--- src/rtl/aso_pkg.sv ---
`default_nettype none

package aso_pkg;

  typedef enum logic [1:0] {
    OP_SHIFT     = 2'd0,
    OP_IMM_SHIFT = 2'd1,
    OP_EXPAND    = 2'd2
  } op_e;

  typedef enum logic [2:0] {
    KIND_LSL = 3'd0,
    KIND_LSR = 3'd1,
    KIND_ASR = 3'd2,
    KIND_ROR = 3'd3,
    KIND_RRX = 3'd4
  } kind_e;

  localparam int unsigned DataW   = 32;
  localparam int unsigned AmountW = 8;
  localparam logic [AmountW-1:0] AmountFull = 8'd32;

  typedef struct packed {
    logic [1:0]  operation;
    logic [31:0] value;
    logic [2:0]  shift_type;
    logic [7:0]  amount;
    logic [11:0] immediate;
    logic        carry_in;
  } aso_in_t;

  typedef struct packed {
    logic [31:0] result;
    logic        carry_out;
  } aso_out_t;

  // request handed from the decoder to the shifter
  typedef struct packed {
    logic [DataW-1:0]   value;
    logic [2:0]         kind;
    logic [AmountW-1:0] amount;
    logic               carry_in;
    logic               force_zero;
  } shift_req_t;

endpackage

`default_nettype wire

--- src/rtl/aso_decode.sv ---
`default_nettype none

module aso_decode
  import aso_pkg::*;
(
  input  aso_in_t    in_i,
  output shift_req_t req_o
);

  logic [4:0] imm5;
  logic [1:0] enc;

  assign imm5 = in_i.immediate[4:0];
  assign enc  = in_i.shift_type[1:0];

  always_comb begin
    req_o.value      = in_i.value;
    req_o.kind       = in_i.shift_type;
    req_o.amount     = in_i.amount;
    req_o.carry_in   = in_i.carry_in;
    req_o.force_zero = 1'b0;
    case (in_i.operation)
      OP_SHIFT: begin
      end
      OP_IMM_SHIFT: begin
        req_o.amount = {3'b000, imm5};
        case (enc)
          2'd0: req_o.kind = KIND_LSL;
          2'd1: begin
            req_o.kind = KIND_LSR;
            if (imm5 == 5'd0) req_o.amount = AmountFull;
          end
          2'd2: begin
            req_o.kind = KIND_ASR;
            if (imm5 == 5'd0) req_o.amount = AmountFull;
          end
          default: begin
            // ror with a zero immediate encodes rrx
            if (imm5 == 5'd0) begin
              req_o.kind   = KIND_RRX;
              req_o.amount = 8'd1;
            end else begin
              req_o.kind = KIND_ROR;
            end
          end
        endcase
      end
      OP_EXPAND: begin
        req_o.value  = {24'd0, in_i.immediate[7:0]};
        req_o.kind   = KIND_ROR;
        req_o.amount = {3'b000, in_i.immediate[11:8], 1'b0};
      end
      default: req_o.force_zero = 1'b1;
    endcase
  end

endmodule

`default_nettype wire

--- src/rtl/aso_shifter.sv ---
`default_nettype none

module aso_shifter
  import aso_pkg::*;
(
  input  shift_req_t req_i,
  output aso_out_t   out_o
);

  logic [31:0] x;
  logic [7:0]  n;
  logic        sign;
  logic        up_to_32;
  logic [32:0] lsl_w;
  logic [32:0] lsr_w;
  logic [32:0] asr_w;
  logic [63:0] ror_w;

  assign x        = req_i.value;
  assign n        = req_i.amount;
  assign sign     = x[31];
  assign up_to_32 = (n <= 8'd32);

  // 33-bit shifts keep the last bit shifted out as the carry
  assign lsl_w = {1'b0, x} << n[5:0];
  assign lsr_w = {x, 1'b0} >> n[5:0];
  assign asr_w = 33'($signed({x, 1'b0}) >>> n[4:0]);
  assign ror_w = {x, x} >> n[4:0];

  always_comb begin
    out_o.result    = 32'd0;
    out_o.carry_out = 1'b0;
    if (req_i.force_zero) begin
      out_o.result    = 32'd0;
      out_o.carry_out = 1'b0;
    end else if (n == 8'd0) begin
      out_o.result    = x;
      out_o.carry_out = req_i.carry_in;
    end else begin
      case (req_i.kind)
        KIND_LSL: begin
          if (up_to_32) begin
            out_o.result    = lsl_w[31:0];
            out_o.carry_out = lsl_w[32];
          end
        end
        KIND_LSR: begin
          if (up_to_32) begin
            out_o.result    = lsr_w[32:1];
            out_o.carry_out = lsr_w[0];
          end
        end
        KIND_ASR: begin
          if (n < 8'd32) begin
            out_o.result    = asr_w[32:1];
            out_o.carry_out = asr_w[0];
          end else begin
            out_o.result    = {32{sign}};
            out_o.carry_out = sign;
          end
        end
        KIND_ROR: begin
          out_o.result    = ror_w[31:0];
          out_o.carry_out = ror_w[31];
        end
        KIND_RRX: begin
          out_o.result    = {req_i.carry_in, x[31:1]};
          out_o.carry_out = x[0];
        end
        default: begin
          out_o.result    = 32'd0;
          out_o.carry_out = 1'b0;
        end
      endcase
    end
  end

endmodule

`default_nettype wire

--- src/rtl/arm_shifter_operand_unit_core.sv ---
// start fills the input register, then the result register, which strobes done_o
// throughput: one transaction per cycle, busy_o never rises
// the input register and the result register bound a single shifter pass
// reset clears the valid flags only; no result is lost since the receiver cannot stall
`default_nettype none

module arm_shifter_operand_unit_core
  import aso_pkg::*;
(
  input  logic     clk_i,
  input  logic     rst_ni,
  input  logic     start_i,
  input  aso_in_t  in_i,
  output logic     busy_o,
  output logic     done_o,
  output aso_out_t out_o
);

  logic       in_vld_q;
  aso_in_t    in_q;
  logic       res_vld_q;
  aso_out_t   res_q;
  shift_req_t req;
  aso_out_t   res_d;

  assign busy_o = 1'b0;

  always_ff @(posedge clk_i or negedge rst_ni) begin
    if (!rst_ni) begin
      in_vld_q  <= 1'b0;
      res_vld_q <= 1'b0;
    end else begin
      in_vld_q  <= start_i && !busy_o;
      res_vld_q <= in_vld_q;
    end
  end

  always_ff @(posedge clk_i) begin
    if (start_i && !busy_o) in_q <= in_i;
    if (in_vld_q) res_q <= res_d;
  end

  aso_decode u_decode (
    .in_i  (in_q),
    .req_o (req)
  );

  aso_shifter u_shifter (
    .req_i (req),
    .out_o (res_d)
  );

  assign done_o = res_vld_q;
  assign out_o  = res_q;

endmodule

`default_nettype wire

--- config.mk ---
export PLATFORM = sky130hd
export DESIGN_NAME = arm_shifter_operand_unit_core
export DESIGN_NICKNAME = d
export VERILOG_FILES = /design/src/rtl/aso_pkg.sv /design/src/rtl/aso_decode.sv /design/src/rtl/aso_shifter.sv /design/src/rtl/arm_shifter_operand_unit_core.sv
export SDC_FILE = /design/constraint.sdc
export NUM_CORES = 1
export LEC_CHECK = 0
export BUFFER_PORTS_ARGS = -buffer_cell sky130_fd_sc_hd__buf_2
export CORE_MARGIN = 2
export CORE_UTILIZATION = 30
export CTS_BUF_LIST = sky130_fd_sc_hd__clkbuf_16
export CTS_CLUSTER_DIAMETER = 100
export DETAILED_ROUTE_END_ITERATION = 8
export SYNTH_ARGS = -nofsm -noshare
export SYNTH_HDL_FRONTEND = slang
export SYNTH_SLANG_ARGS = --single-unit
--- constraint.sdc ---
create_clock -name clk_i -period 9.6 [get_ports clk_i]
set_input_delay 1.92 -clock clk_i [delete_from_list [all_inputs] [get_ports clk_i]]
set_output_delay 1.92 -clock clk_i [all_outputs]
set_load 0.02 [all_outputs]
# Yosys cells after proc, flatten, opt, wreduce, memory -nomap -nowiden
# Cells that the tools add are included.
# totals
reg_bits,93
input_bits,61
output_inout_bits,35
wordCells,43
# classes
n_lt_le_gt_ge,2
n_eq_ne,8
n_shift,4
muxes,12
n_reduce_logical,7
# op_table
op,count
$pmux 33 s5,1
$mux 33,4
$shr 64x5->32,1
$shl 32x6->33,1
$shr 33x6->33,1
$sshr 33x5->33,1
$mux 32,1
$pmux 11 s2,1
$pmux 8 s2,1
$pmux 3 s3,1
$le 8x6->1 const B,1
$logic_not 8->1,1
$lt 8x6->1 const B,1
$eq 3x2->1 const B,2
$mux 6,1
$logic_not 5->1,1
$mux 5,1
$eq 2x1->1 const B,2
$eq 2x2->1 const B,2
$logic_not 2->1,2
$eq 3x1->1 const B,1
$eq 3x3->1 const B,1
$logic_not 3->1,1
$mux 3,1
2 further kinds,2

# Logic depth before layout (Yosys ltp)
# Gate-level depths: netlist of the first run.
# logic_depth
ltp_word,8
ltp_mapped,16

# By module
# Synthesis of the first run repeated with hierarchy kept, for this count alone.
# unflattened
hier_cells,992
area_unflattened_um2,9615.5
# by_module_without_submodules
mod,instances,cells_each,area_each_um2,seq_area_each_um2
aso_shifter,1,812,6236.0,0.0
arm_shifter_operand_unit_core,1,95,2793.9,2782.7
aso_decode,1,85,585.6,0.0

# Worst setup path before layout of the first run
# OpenSTA, ideal clock, no wires.
# synth_timing
path_kind,reg-to-reg
from,reg in_q[21] (netlist name)
to,"reg res_q, in the netlist out_o[24] (data pin)"
t_arrival_ns,3.008
t_required_ns,9.321
slack_ns,6.314
stages_incl_launch_ff,14
cell_sequence,edfxtp_1 > inv_1 > ha_1 > nor3_4 > o211a_1 > buf_4 > buf_6 > buf_2 > mux2i_1 > mux2i_1 > a221oi_1 > o22ai_1 > nor4_1 > a221oi_1
# synth_via
elab_chain_cells,8
# synth_rtl
element,line_no,rtl
start: declaration,arm_shifter_operand_unit_core.sv:20,aso_in_t in_q;
start signal: assignment,arm_shifter_operand_unit_core.sv:39,if (start_i && !busy_o) in_q <= in_i;
$eq 2x1->1 or $eq 2x2->1 (tied branches),aso_decode.sv:27,case (enc)
$reduce_or 2->1 (no line),n/a,
$pmux 8 s2,aso_decode.sv:27,
$pmux 11 s2 *,aso_decode.sv:22,case (in_i.operation)
$shr 33x6->33 (tied with other cells),aso_shifter.sv:26,"assign lsr_w = {x, 1'b0} >> n[5:0];"
$mux 33 (on tied branches),"aso_shifter.sv:48, aso_shifter.sv:42, aso_shifter.sv:54",
$pmux 33 s5,aso_shifter.sv:40,case (req_i.kind)
$mux 33 *,aso_shifter.sv:36,end else if (n == 8'd0) begin
end signal: assignment,arm_shifter_operand_unit_core.sv:40,if (in_vld_q) res_q <= res_d;
end: declaration,arm_shifter_operand_unit_core.sv:22,aso_out_t res_q;
# Every way passes the cells marked *; elsewhere a longest branch is shown, timed or not.
# A chain may end at the register's enable or synchronous reset.

# Worst setup path in the final report of the first run
# layout_timing
from,reg in_q[22] (netlist name)
to,"reg res_q, in the netlist out_o[17] (data pin)"
# The elaborated chain is that of the path after synthesis.

==> reports/results.txt, run 1 <==
Max-cap violations = 0
Syn Nets = 1,239
Clock Tree Buf Depth = 2
sequential element share of the synthesized area = 0.2856
most frequent cells in the layout = nand2_1, nor2_1, a21oi_1, mux2i_1, buf_2
met2 usage = 0.4706
Residual DRC = 0
Syn Area/Cell = 8.319 um2
type of origin of the critical path = flip-flop
Sw Pwr = 1292 uW
Crit. End Element = flip-flop
IO Pins = 96
min cycle time layout = 5.058 ns
drt wl/cell = 33.04 um
via-per-instance ratio = 6.716
WS Path Type = flip-flop to flip-flop
Worst Tran Pin Value = 1.213 ns
TNS Setup = 0 ns
clk_skew = 0.009536 ns
Cells after Synth = 1,171
number of global-route vias before repair = 10,220
H-tree depth = 3
drt first pass iters = 8
FFs w/ async S/R, synth = 0.02151
die footprint = 33,930 um2
Clk pwr share = 0.159
post-CTS sizing = 0
CTS Sinks = 93
hold buffers post-CTS = 0
Final Total Pwr = 2448 uW
dpl cells = 1,634
Crit path required time = 9.76 ns
Tot GR Track Use = 0.3213
clk_lat worst skew = 0.39 ns
final net count = 1,278
WL final = 54,550 um
number of synthesized register bits = 93
most common cell after layout, fill and taps aside = nand2_1
Leakage = 0.003906 uW
slowest CP cell = buf_4
Antenna Nets Post-Route = 0
first-pass GRT wire length = 77,090 um
Syn Std Cell Area = 9742 um2
Sw Share = 0.5276
fin. max-slew vios = 0
drt first-iter violations = 2,424
Row Count = 65
die width = 184.2 um
GRT overflow = 0
initial core utilization = 0.3064
DR vias = 11,090
GR Util met1 = 0.4385
area grow syn2layout = 11.78%
Comb pwr share = 0.620
share of cells above drive strength 1 = 0.1802
area of the multi-input gates = 6480 um2
largest net degree at the start of global routing = 71
Worst Hold Class = flip-flop to flip-flop
Final WS setup = 4.542 ns
initial antenna violation count = 1
critical path peak fanout = 70
met3 Use GR = 0.08437
Seq pwr share = 0.221
core box area = 31,800 um2
CTS tree = done
power per cell area = 224.8 nW/um2
CP max stage delay = 0.64 ns
number of CTS-inserted buffers = 9
root buf cell = clkbuf_16
Post-synth EDFFs = 91
Synth Warn # = 0
ys flop type = edfxtp_1
Finished Layout Cells = 1,651
Reg area = 2783 um2
final setup violation count = 0
port bufs = 94
Fin. Hold Viols = 0
worst slack, placed = 4.730 ns
fmax = 197.7 MHz
Slew HR = 0.1825
Routability Congestion = 1.084
CP cell instances = inv_1 -> ha_1 -> o311ai_2 -> a22o_2 -> buf_4 -> o21ai_1 -> o32ai_1 -> nor3_1 -> a221oi_2 -> a21oi_1 -> o221a_2 -> o21ai_0
post-CTS setup buffers = 0
clk slew on worst S/H paths = 0.08 ns
Crit path arrival time = 5.22 ns
crit share post-route = 0.5269
RSZ-0062 raised after global routing = false
DP HPWL = 40,380 um
Yosys cell types = 92
height of the die = 184.2 um
internal power = 1157 uW
GR peak layer = met2
status = finished clean
VDD IR max = 0.1267 mV
Filler cells = 3,398
## cells in the mapped netlist (5+ instances only)
| cell | number | area [um2] |
|---|---|---|
| a21oi_1 | 96 | 480.5 |
| o211ai_1 | 28 | 210.2 |
| buf_4 | 8 | 60.06 |
| a2111oi_0 | 7 | 61.31 |
| buf_6 | 6 | 67.56 |
| nand2b_1 | 29 | 181.4 |
| o221ai_1 | 20 | 175.2 |
| nor2b_1 | 21 | 131.4 |
| a21boi_0 | 5 | 37.54 |
| a22o_1 | 6 | 52.55 |
| nor3_1 | 26 | 130.1 |
| o22ai_1 | 32 | 200.2 |
| mux4_2 | 7 | 157.7 |
| a21o_1 | 5 | 37.54 |
| o21ai_0 | 77 | 385.4 |
| buf_1 | 9 | 33.78 |
| a2bb2oi_1 | 8 | 70.07 |
| nand3_1 | 20 | 100.1 |
| o21ai_1 | 6 | 30.03 |
| nand2_1 | 130 | 488.0 |
| a22oi_1 | 10 | 75.07 |
| inv_1 | 7 | 26.28 |
| o21a_1 | 9 | 67.56 |
| or2_2 | 7 | 43.79 |
| mux2i_1 | 97 | 970.9 |
| ha_1 | 7 | 87.58 |
| mux2_2 | 23 | 259.0 |
| nor4_1 | 8 | 50.05 |
| a311oi_1 | 7 | 61.31 |
| clkbuf_1 | 43 | 161.4 |
| edfxtp_1 | 91 | 2733 |
| buf_2 | 36 | 180.2 |
| a31oi_1 | 16 | 100.1 |
| a221oi_1 | 20 | 175.2 |
| o31ai_1 | 6 | 45.04 |
| a211oi_1 | 26 | 195.2 |
| nor2_1 | 109 | 409.1 |
## layout make-up
class | count | area share
Clock inverter | 7 | 0.007354
Sequential cell | 93 | 0.2555
Tap cell | 435 | 0.04998
Multi-Input combinational cell | 968 | 0.5951
Antenna cell | 1 | 0.0002298
Timing Repair Buffer | 131 | 0.06871
Inverter | 7 | 0.002413
Clock buffer | 9 | 0.02068
## cells by family (layout without fill, tap and decap cells)
family	Yosys count	count (layout)	synth area share
adder cells (fa/ha/maj)	7	7	0.008990
buffers and inverters	110	154	0.05484
flip-flops	93	93	0.2856
AO/OA/AOI/OAI	448	448	0.3201
multiplexers	127	127	0.1424
other	1	2	0.0003849
AND/OR/NAND/NOR	385	385	0.1876
## power groups by stage
| stage | logic, uW | clock network (uW) | registers, uW |
|---|---|---|---|
| 2_1_floorplan | 846 | 0 | 589 |
| 3_3_place_gp | 1450 | 0 | 552 |
| 3_5_place_dp | 1430 | 0 | 553 |
| 4_1_cts | 1430 | 399 | 544 |
| 5_1_grt | 1550 | 414 | 548 |
| 6_report | 1520 | 389 | 542 |
## path summary, 6_finish.rpt
check                      slack [ns]  cells past startpoint                 endpoint                from
setup / recovery                 4.54                     12  out_o[17]$_SDFFCE_PN0P_  in_q[22]$_DFFE_PP_
hold / removal                   0.44                      0         done_o$_DFF_PN0_  in_vld_q$_DFF_PN0_
setup reg to reg                 4.54                     12  out_o[17]$_SDFFCE_PN0P_  in_q[22]$_DFFE_PP_
hold reg to reg                  0.44                      0         done_o$_DFF_PN0_  in_vld_q$_DFF_PN0_
max in group asynchronous        8.20                      1         done_o$_DFF_PN0_              rst_ni
min in group asynchronous        1.31                      1       in_vld_q$_DFF_PN0_              rst_ni
## per-layer routing
| metal | share of wire | wire [um] |
|---|---|---|
| met5 | 0 | 0 |
| met3 | 0.12 | 6545 |
| met2 | 0.42 | 22850 |
| met4 | 0.054 | 2952 |
| met1 | 0.41 | 22200 |
## registers in the layout (all words and copies together) (netlist names)
signal and flops:
in_vld_q 1, out_o 33, in_q 58, done_o 1
## stage by stage
step | hold slack (ns) | instance area, um2 | util
CTS | 0.4437 | 10890 | 0.3424
detailed placement | 0.4279 | 10580 | 0.3328
global placement | 0.4193 | 10580 | 0.3328
floorplan | 0.6510 | 9742 | -
finish | 0.4398 | 10890 | 0.3424
global route | 0.4656 | 10890 | 0.3424
## worst max-delay path: cells and delay by family, from the launching register on
family | cells | cell delay [ns]
compound gates | 8 | 3.06
fa+ha+maj | 1 | 0.39
buf+inv | 2 | 0.76
flops | 1 | 0.47
simple gates | 1 | 0.11
No activity file was read; power rests on OpenSTA's default activity.
==> inputs of run 2 (changes only) <==
- ABC_AREA: default -> 1
- clock period: 9.6 -> 4.92 ns (I/O delays scaled with it)
==> reports/results.txt, run 2 <==
largest net degree at the start of global routing = 60 (-15%)
R2R setup slack = 0.59 ns (-3.95 ns)
VDD IR max = 0.2126 mV (+68%)
WS Path Type = flip-flop to flip-flop
ys flop type = edfxtp_1
final net count = 1,564 (+22%)
worst reg2reg path depth = 19 (+7)
post-CTS sizing = 0 (unchanged)
type of origin of the critical path = flip-flop
Tot GR Track Use = 0.2722 (-0.04909)
capture point of the worst reg-to-reg path = out_o[28]$_SDFFCE_PN0P_
Antenna Nets Post-Route = 0 (unchanged)
CTS tree = done
worst slack, placed = 0.7164 ns (-4.013 ns)
initial core utilization = 0.3070 (+0.0006078)
hold buffers post-CTS = 0 (unchanged)
crit path to = out_o[28]$_SDFFCE_PN0P_
FFs w/ async S/R, synth = 0.02151 (unchanged)
root buf cell = clkbuf_16
first-pass GRT wire length = 64,180 um (-17%)
GRT overflow = 0 (unchanged)
post-synth top area share = 0.2988 (+0.01827)
DR vias = 11,150 (+0.52%)
CTS Sinks = 93 (unchanged)
Yosys cell types = 48 (-48%)
Worst Hold Class = flip-flop to flip-flop
core box area = 29,800 um2 (-6.3%)
DP HPWL = 32,590 um (-19%)
drt first-iter violations = 1,865 (-23%)
number of CTS-inserted buffers = 9 (unchanged)
RSZ-0062 raised after global routing = false
Syn Std Cell Area = 9146 um2 (-6.1%)
status = finished clean
initial antenna violation count = 0 (-1)
max reg flops = 58 (unchanged)
post-CTS setup buffers = 0 (unchanged)
RR Startpoint = in_q[56]$_DFFE_PP_
Fin. Hold Viols = 0 (unchanged)
Synth Warn # = 0 (unchanged)
commonest cells in the netlist = nand2_1, nand3_1, edfxtp_1, a21oi_1, nor2_1
drt wl/cell = 22.87 um (-31%)
clk slew on worst S/H paths = 0.08 ns (about the same)
Crit path required time = 4.97 ns (-4.79 ns)
crit share post-route = 0.8804 (+0.3534)
fmax = 230.9 MHz (+17%)
Final WS setup = 0.5886 ns (-3.953 ns)
Worst Tran Pin Value = 1.415 ns (+0.2019 ns)
Cells after Synth = 1,450 (+24%)
Syn Nets = 1,518 (+23%)
top-count cell post-synth = nand2_1
critical path peak fanout = 20 (-71%)
Syn Area/Cell = 6.308 um2 (-24%)
number of synthesized register bits = 93 (unchanged)
drt first pass iters = 6 (-2)
Slew HR = 0.04644 (-0.1360)
most frequent cells in the layout = nand2_1, nand3_1, buf_2, edfxtp_1, a21oi_1
Yosys top cell by area = edfxtp_1
Routability Congestion = 1.019 (-6.1%)
TNS Setup = 0 ns (unchanged)
share of cells above drive strength 1 = 0.1386 (-0.04167)
Residual DRC = 0 (unchanged)
Max-cap violations = 0 (unchanged)
Filler cells = 3,391 (-0.21%)
die footprint = 31,900 um2 (-6.0%)
Top reg by flops = in_q
H-tree depth = 3 (unchanged)
sequential element share of the synthesized area = 0.3042 (+0.01860)
Area contributors post-synth = edfxtp_1, nand3_1, nand2_1, a21oi_1, nor2_1
Row Count = 63 (-3.1%)
WL final = 43,250 um (-21%)
clk_skew = 0.01639 ns (+0.006851 ns)
Post-synth EDFFs = 91 (unchanged)
via-per-instance ratio = 5.894 (-12%)
Clock Tree Buf Depth = 2 (unchanged)
CP Launch Point = in_q[56]$_DFFE_PP_
min cycle time layout = 4.331 ns (-0.7270 ns)
hold slack = 0.3777 ns (-0.06210 ns)
final setup violation count = 0 (unchanged)
die width = 178.6 um (-3.0%)
height of the die = 178.6 um (-3.0%)
Leakage = 0.004715 uW (+21%)
IO Pins = 96 (unchanged)
power per cell area = 428.3 nW/um2 (+90%)
Crit path arrival time = 4.38 ns (-0.84 ns)
diode count = 0 (-1)
fin. max-slew vios = 0 (unchanged)
area grow syn2layout = 12.24%
port bufs = 94 (unchanged)
most common cell after layout, fill and taps aside = nand2_1
number of global-route vias before repair = 10,350 (+1.3%)
Crit. End Element = flip-flop
clk_lat worst skew = 0.37 ns (-0.02 ns)
==> run 2: changes by cell type after synthesis, sizes merged, moves of 26 or more <==
cell and change:
nand3 +431, nand2 +362, mux2i -94, inv +56
nor2 -43, o21ai -34, o22ai -30, a21oi -29
nand2b -29, a211oi -26
==> run 2: cell families after synthesis <==
| logic type | share of synthesized area |
|---|---|
| simple gates | 0.5137 |
| buf+inv | 0.07688 |
| compound gates | 0.09193 |
| flops | 0.3042 |
| fa+ha+maj | 0.009575 |
| mux | 0.003283 |
| other cells | 0.0004100 |
==> run 2: power by group <==
group | internal (uW) | switching, uW | total [uW]
logic | 712 | 1900 | 2620
registers | 1010 | 46.6 | 1060
clock network | 357 | 366 | 724
==> run 2: worst min path at each step <==
stage,to,from,cells after the start
6_report,done_o$_DFF_PN0_,in_vld_q$_DFF_PN0_,0
5_1_grt,done_o$_DFF_PN0_,in_vld_q$_DFF_PN0_,0
4_1_cts,in_vld_q$_DFF_PN0_,rst_ni,1
3_5_place_dp,done_o$_DFF_PN0_,in_vld_q$_DFF_PN0_,0
3_3_place_gp,done_o$_DFF_PN0_,in_vld_q$_DFF_PN0_,0
2_1_floorplan,out_o[0]$_SDFFCE_PN0P_,in_q[0]$_DFFE_PP_,2
==> run 2: worst max-delay path, stage by stage (launching register included) <==
cell and delay [ns]:
edfxtp_1 0.39, inv_1 0.06, ha_1 0.44, inv_6 0.17, nand2_2 0.08, inv_2 0.07, nand3_2 0.44, nand2_2 0.55
buf_12 0.26, nand2_1 0.12, nand2_1 0.08, inv_1 0.06, nand2_1 0.10, nand3_1 0.16, a21oi_1 0.30, nor2_1 0.09
nor3_1 0.23, nand3_1 0.14, nand2_1 0.12, a21oi_1 0.14
==> run 2: final cells by class <==
class / count / area (um2) / share of cell area
multi-input cells: 1198 / 5694 / 0.5547
flip-flops and latches: 93 / 2783 / 0.2711
repair buffers: 129 / 758.2 / 0.07386
well taps: 390 / 488.0 / 0.04753
inverters: 65 / 249.0 / 0.02425
clock buffers: 9 / 225.2 / 0.02194
clock inverters: 7 / 68.82 / 0.006703
==> run 2: through the flow <==
step	util	cells	instance area, um2	total power, uW
floorplan	-	1450	9146	2753
global placement	0.3347	1875	9972	3608
detailed placement	0.3347	1875	9972	3596
CTS	0.3445	1891	10270	4327
global route	0.3445	1891	10270	4649
finish	0.3445	1891	10270	4397
==> run 2: per-layer routing <==
metal,wire (um),part of all wire,track usage
met2,19250,0.44,0.4268
met1,17600,0.41,0.3652
met4,2197,0.051,0.1301
met5,0,0,0
met3,4205,0.097,0.04263
